===== config.mk =====
export PLATFORM = sky130hd
export DESIGN_NAME = dpalu_alu
export DESIGN_NICKNAME = d
export VERILOG_FILES = /design/src/hdl/dpalu_pkg.sv /design/src/hdl/dpalu_alu.sv
export SDC_FILE = /design/constraint.sdc
export NUM_CORES = 1
export LEC_CHECK = 0
export ABC_AREA = 1
export ABC_CLOCK_PERIOD_IN_PS = 5480
export BUFFER_PORTS_ARGS = -buffer_cell sky130_fd_sc_hd__buf_4
export CAP_MARGIN = 10
export CORE_MARGIN = 5
export CORE_UTILIZATION = 61
export DETAILED_ROUTE_END_ITERATION = 12
export GPL_ROUTABILITY_DRIVEN = 0
export PLACE_DENSITY = 0.87
export SYNTH_ARGS = -nofsm -noshare
export SYNTH_HDL_FRONTEND = slang
export SYNTH_SLANG_ARGS = --single-unit

===== constraint.sdc =====
create_clock -name vclk -period 5.48
set_input_delay 0.274 -clock vclk [all_inputs]
set_output_delay 0.274 -clock vclk [all_outputs]
set_load 0.1 [all_outputs]

===== src/hdl/dpalu_pkg.sv =====
// Shared widths, opcode and shift codes, and status types of the data-processing ALU.
`default_nettype none

package dpalu_pkg;

   localparam int DATA_WIDTH  = 32;
   localparam int AMT_WIDTH   = 8;
   localparam int REG_WIDTH   = 4;
   localparam int FLAGS_WIDTH = 4;

   localparam logic [REG_WIDTH-1:0] PC_INDEX = 4'hF;

   typedef enum logic [3:0] {
      OP_AND = 4'h0,
      OP_EOR = 4'h1,
      OP_SUB = 4'h2,
      OP_RSB = 4'h3,
      OP_ADD = 4'h4,
      OP_ADC = 4'h5,
      OP_SBC = 4'h6,
      OP_RSC = 4'h7,
      OP_TST = 4'h8,
      OP_TEQ = 4'h9,
      OP_CMP = 4'hA,
      OP_CMN = 4'hB,
      OP_ORR = 4'hC,
      OP_MOV = 4'hD,
      OP_BIC = 4'hE,
      OP_MVN = 4'hF
   } opcode_type;

   typedef enum logic [1:0] {
      SH_LSL = 2'd0,
      SH_LSR = 2'd1,
      SH_ASR = 2'd2,
      SH_ROR = 2'd3
   } shift_kind_type;

   // Carry, overflow and operation class from the ALU to the flag logic.
   typedef struct packed {
      logic carry;
      logic overflow;
      logic arith;
   } alu_status_type;

   // Packed N,Z,C,V with N in the top bit.
   typedef struct packed {
      logic n;
      logic z;
      logic c;
      logic v;
   } flags_type;

endpackage

`default_nettype wire


===== src/hdl/dpalu_alu.sv =====
// Sixteen-opcode ALU with one shared 33-bit adder.
`default_nettype none

module dpalu_alu
   import dpalu_pkg::*;
(
   input  wire opcode_type            opcode,
   input  wire logic [DATA_WIDTH-1:0] first_operand,
   input  wire logic [DATA_WIDTH-1:0] operand,
   input  wire logic                  carry_in,
   output logic      [DATA_WIDTH-1:0] result,
   output alu_status_type             status
);

   logic [DATA_WIDTH-1:0] add_a;
   logic [DATA_WIDTH-1:0] add_b;
   logic                  add_c;
   logic [DATA_WIDTH:0]   sum;

   // Steer operands: subtracts invert the subtrahend and add the carry.
   always_comb begin
      add_a = first_operand;
      add_b = operand;
      add_c = 1'b0;
      case (opcode)
         OP_SUB, OP_CMP: begin
            add_b = ~operand;
            add_c = 1'b1;
         end
         OP_RSB: begin
            add_a = operand;
            add_b = ~first_operand;
            add_c = 1'b1;
         end
         OP_ADC: begin
            add_c = carry_in;
         end
         OP_SBC: begin
            add_b = ~operand;
            add_c = carry_in;
         end
         OP_RSC: begin
            add_a = operand;
            add_b = ~first_operand;
            add_c = carry_in;
         end
         default: begin
            add_c = 1'b0;
         end
      endcase
   end

   assign sum = {1'b0, add_a} + {1'b0, add_b} + {{DATA_WIDTH{1'b0}}, add_c};

   always_comb begin
      status.carry    = sum[DATA_WIDTH];
      status.overflow = ~(add_a[DATA_WIDTH-1] ^ add_b[DATA_WIDTH-1])
                        & (add_a[DATA_WIDTH-1] ^ sum[DATA_WIDTH-1]);
      status.arith    = 1'b0;
      result          = sum[DATA_WIDTH-1:0];
      case (opcode)
         OP_AND, OP_TST: result = first_operand & operand;
         OP_EOR, OP_TEQ: result = first_operand ^ operand;
         OP_ORR:         result = first_operand | operand;
         OP_MOV:         result = operand;
         OP_BIC:         result = first_operand & ~operand;
         OP_MVN:         result = ~operand;
         default:        status.arith = 1'b1;
      endcase
   end

endmodule

`default_nettype wire


==> results of run 1 <==
cells in the final DEF (no fill, tap or decap), types with 3 or more instances in the layout:
cell	instances
a211oi_1	9
a21oi_1	40
a31o_1	3
a31o_2	29
buf_4	108
ha_1	63
inv_1	192
inv_2	6
nand2_1	363
nand3_1	54
nand3b_1	4
nand4_1	10
nor2_1	56
nor2_4	4
nor3_1	8
nor3b_1	5
o211ai_1	22
o21ai_0	73
o21ai_1	3
o22ai_1	42
or2_2	8
xor2_1	8
cell type report:
cell class                 count  area (um^2)
multi-input combinational    823         4507
fill                         829         2525
timing repair buffer         108        810.8
inverter                     198        743.2
tap                          108        135.1
through the flow:
step	instances	setup WS, ps	utilization	instance area, um^2
finish	1237	1249	0.7105	6196
global route	1237	964.4	0.7105	6196
CTS	1237	1324	0.7105	6196
detailed placement	1237	1329	0.7105	6196
global placement	1237	1378	0.7105	6196
floorplan	1060	1473	-	5433
power breakdown:
group | leakage (nW) | internal, mW | switching, mW
combinational | 3.59 | 0.327 | 0.853
clock | 0 | 0 | 0
sequential | 0 | 0 | 0
total | 3.59 | 0.327 | 0.853
logic make-up (layout without fill, tap and decap cells):
| logic type | after synthesis | count (layout) | synth area share |
|---|---|---|---|
| AOI/OAI and AO/OA | 232 | 232 | 0.2683 |
| adders and majority gates | 65 | 65 | 0.1525 |
| and+or+nand+nor | 518 | 518 | 0.3945 |
| xor gates and xnor gates | 8 | 8 | 0.01290 |
| buffers and inverters | 237 | 306 | 0.1718 |
worst min-delay path, cell delays in order:
cell,delay (ps)
buf_4,120
nand2_1,60
o211ai_1,80
buf_4,230
metal layers:
| layer | vias to the layer above | global-route usage |
|---|---|---|
| li1 | 3610 | - |
| met1 | 3179 | 0.4338 |
| met2 | 351 | 0.4760 |
| met3 | 18 | 0.03600 |
| met4 | 0 | 0.04440 |
| met5 | - | 0 |
worst paths after layout:
kind | startpoint | end | cells past startpoint
min | first_operand[8] | result[8] | 4
max | opcode[1] | result[30] | 20
==> run summary, run 1 <==
Seq. cell area - 0 um^2
Ant. Diodes - 0
Initial DRC Count - 694
Final setup fails - 0
Wire length per cell - 14.20 um
Relative slew slack - 0.3052
Nets - 1265
Fin crit share - 0.7721
GRT overflow - 0
Synth cell types - 39
Met3 wire length - 1.760 mm
Syn_nets - 1194
WP data required - 5210 ps
Clock buf count - 0
I/O pins - 104
Initial Utilization - 0.6230
1st-pass router iterations - 5
Least-Margin Pin Slew - 1041 ps
Cells after synthesis - 1060
Critical path's top delay family - simple AND/OR/NAND/NOR gates
Met2 WL - 7.613 mm
Antenna violations before repair - 0
Min Tclk post-route - 4231 ps
Top Layer Used - met4
DR DRC count - 0
Total Routing Usage GR - 0.2979
Detail Route Antenna Nets - 0
Vias in the first global route - 5951
RSZ-0062 raised after global routing - false
Max Fclk - 236.3 MHz
Sequential-to-total area share from yosys stat - 0
Dominant cell type by area after synthesis - nand2_1
Share of layout cells above drive strength 1 - 0.1417
CTS resizes - 0
Hold Vio Cnt, Final - 0
Power density over cell area - 190.5 nW/um^2
Die area - 10890 um^2
Max Cap Viol - 0
CP Max Fanout - 64
Buffers on Ports - 104
Slowest-stage cell, CP - inv_2
Worst path max stage delay - 740 ps
Top post-synthesis cells by area - nand2_1, ha_1, inv_1, o21ai_0, nand3_1
Die height - 104.4 um
Worst Setup End Kind - output pin
Global-route wire length before repair - 28.28 mm
Cell mode on critical path - nand2_1
CTS Hold Buffers Added - 0
Most common library cells after synthesis - nand2_1, inv_1, o21ai_0
CP bufs+invs - 3
DPL Wire Length - 13.50 mm
Top cell type's share of synthesized area - 0.2508
Hold Slack - 1040 ps
YS warnings - 0
Area added between synthesis and finish - 14.05%
Vias/cell - 5.787
WP data arrival - 3960 ps
Setup tns final - 0 ps
Rows - 34
WS Path Type - in2out
Worst path cell trace - buf_4 > nand2_1 > nor2_4 > inv_2 > o22ai_1 > a31o_2 > fa_1 > fa_1 > nand2_1 > nand2_1 > nand3_1 > nand2_1 > nand2_1 > nand2_1 > nand2_1 > nand2_1 > nand2_1 > nand3_1 > nand2_1 > buf_4
Peak supply drop - 0.0001511 V
Critical path launch point type - primary input
CORE AREA - 8721 um^2
Post-CTS Setup Inserts - 0
Largest net degree at the start of global routing - 65
Syn_area_per_cell - 5.125 um^2
Leak - 3.587 nW
Total wire length - 17.57 mm
Number of sequential cells - 0
Outcome - finished clean
Post-Syn Area - 5433 um^2
Via count - 7158
Die width - 104.4 um
Count leader, synth - nand2_1
Slew Limit Fails - 0
Metal1 wirelength - 7.981 mm
Power Total - 1.180 mW
Min-delay worst type - in2out
Power figures use the tool's default switching activity.
==> run 2: changes to the inputs <==
ABC_CLOCK_PERIOD_IN_PS = 3850   (was 5480)
CORE_UTILIZATION = 54   (was 61)
PLACE_DENSITY = 0.81   (was 0.87)
clock period = 3.85 ns   (was 5.48 ns; I/O delays follow)
==> run 2 against run 1 <==
Via count is 1.9% lower; combinational power is 42% higher; critical path depth is 3 lower; clock-buffer cell count stayed put; final area is 1.4% higher; power is 42% higher; non-clock buffer count is 7 higher; cell count is 2.6% higher; sequential share of layout area stayed put; global-route usage is 1.0 points lower; core utilization is 6.8 points lower; worst setup slack worse by 800 ps; critical path type unchanged; largest cell class unchanged.
==> run summary, run 2 (synthesized netlist as in run 1, its figures left out) <==
Die height - 110.3 um (was 104.4 um)
Final Util - 0.6425 (was 0.7105)
FILL cells - 978 (was 829)
DPL Wire Length - 13.90 mm (was 13.50 mm)
Vias/cell - 5.536 (was 5.787)
Slowest-stage cell, CP - fa_1 (was inv_2)
Min-delay worst type - in2out (unchanged)
Buffers on Ports - 104 (unchanged)
Rows - 36 (was 34)
Die width - 110.3 um (was 104.4 um)
Number of sequential cells - 0 (unchanged)
Critical path's top delay family - simple AND/OR/NAND/NOR gates (unchanged)
CP bufs+invs - 3 (unchanged)
Most frequent cells in the layout - nand2_1, inv_1, buf_4 (unchanged)
Vias in the first global route - 6056 (was 5951)
CORE AREA - 9774 um^2 (was 8721 um^2)
Initial Utilization - 0.5558 (was 0.6230)
Leak - 3.618 nW (was 3.587 nW)
Top Layer Used - met4 (unchanged)
Worst path max stage delay - 490 ps (was 740 ps)
I/O pins - 104 (unchanged)
Commonest non-fill, non-tap cell in the layout - nand2_1 (unchanged)
Worst Setup End Kind - output pin (unchanged)
Post-Layout Cell Count - 1269 (was 1237)
WP data required - 3660 ps (was 5210 ps)
Outcome - finished clean (unchanged)
1st-pass router iterations - 5 (unchanged)
Setup tns final - 0 ps (unchanged)
Placed Cells - 1269 (was 1237)
Initial DRC Count - 689 (was 694)
CTS resizes - 0 (unchanged)
Min-Delay Startpoint - first_operand[31] (was first_operand[8])
Largest net degree at the start of global routing - 35 (was 65)
Seq. cell area - 0 um^2 (unchanged)
Antenna violations before repair - 0 (unchanged)
Min Tclk post-route - 3404 ps
Fin crit share - 0.8840
Metal1 wirelength - 8.207 mm (was 7.981 mm)
Critical path origin - opcode[1] (unchanged)
Share of layout cells above drive strength 1 - 0.1470 (was 0.1417)
Global-route wire length before repair - 28.67 mm (was 28.28 mm)
Nets - 1272 (was 1265)
Max Fclk - 293.8 MHz
Peak supply drop - 0.0001932 V (was 0.0001511 V)
GRT overflow - 0 (unchanged)
Total wire length - 17.65 mm (was 17.57 mm)
Slew Limit Fails - 0 (unchanged)
Critical path launch point type - primary input (unchanged)
RSZ-0062 raised after global routing - false (unchanged)
Relative slew slack - 0.5549 (was 0.3052)
Area added between synthesis and finish - 15.59% (was 14.05%)
Least-Margin Pin Slew - 666.0 ps (was 1041 ps)
Post-CTS Setup Inserts - 0 (unchanged)
Detail Route Antenna Nets - 0 (unchanged)
Power density over cell area - 267.5 nW/um^2 (was 190.5 nW/um^2)
Cell mode on critical path - nand2_1 (unchanged)
Power Total - 1.680 mW (was 1.180 mW)
Hold Slack - 879.4 ps (was 1040 ps)
CTS Hold Buffers Added - 0 (unchanged)
Via count - 7025 (was 7158)
DR DRC count - 0 (unchanged)
Met3 wire length - 1.624 mm (was 1.760 mm)
Worst path cell trace - buf_4 > nand2_1 > nor2_4 > buf_4 > o21ai_0 > fa_1 > fa_1 > nand2_1 > nand2_1 > nand3_1 > nand2_1 > nand2_1 > nand2_1 > or2_2 > nand3_1 > nand2_1 > buf_4 (was buf_4 > nand2_1 > nor2_4 > inv_2 > o22ai_1 > a31o_2 > fa_1 > fa_1 > nand2_1 > nand2_1 > nand3_1 > nand2_1 > nand2_1 > nand2_1 > nand2_1 > nand2_1 > nand2_1 > nand3_1 > nand2_1 > buf_4)
WS Path Type - in2out (unchanged)
Die area - 12170 um^2 (was 10890 um^2)
Wire length per cell - 13.91 um (was 14.20 um)
Met2 WL - 7.571 mm (was 7.613 mm)
Clock buf count - 0 (unchanged)
Ant. Diodes - 0 (unchanged)
WP data arrival - 3210 ps (was 3960 ps)
Final setup fails - 0 (unchanged)
Total Routing Usage GR - 0.2874 (was 0.2979)
Max Cap Viol - 0 (unchanged)
Hold Vio Cnt, Final - 0 (unchanged)
CP Max Fanout - 32 (was 64)
[run 2: cell count changes in the layout (fill, tap and decap cells not counted)]
cell	change
buf_4	+7
[run 2: report_power, final]
group	internal (mW)	switching, mW
registers	0	0
logic	0.469	1.21
clock network	0	0
[run 2: cell type report]
type	count	area, um^2	area share
well taps	133	166.4	0.02650
multi-input cells	823	4507	0.7177
repair buffers	115	863.3	0.1375
inverters	198	743.2	0.1184
[run 2: metal layers]
layer,vias up,track usage
met5,-,0
met4,0,0.05453
met3,23,0.02504
met2,286,0.4567
met1,3095,0.4238
li1,3621,-
[run 2: path summary, 6_finish.rpt]
kind / slack (ps) / cells past startpoint / endpoint
setup / recovery: 450 / 17 / result[14]
hold / removal: 880 / 4 / result[31]
[run 2: per-stage QoR]
step	worst slack [ps]	cell area, um^2
3_5_place_dp	505.7	6280
4_1_cts	492.5	6280
6_report	446.4	6280
2_1_floorplan	6.146	5433
3_3_place_gp	577.6	6280
5_1_grt	223.9	6280
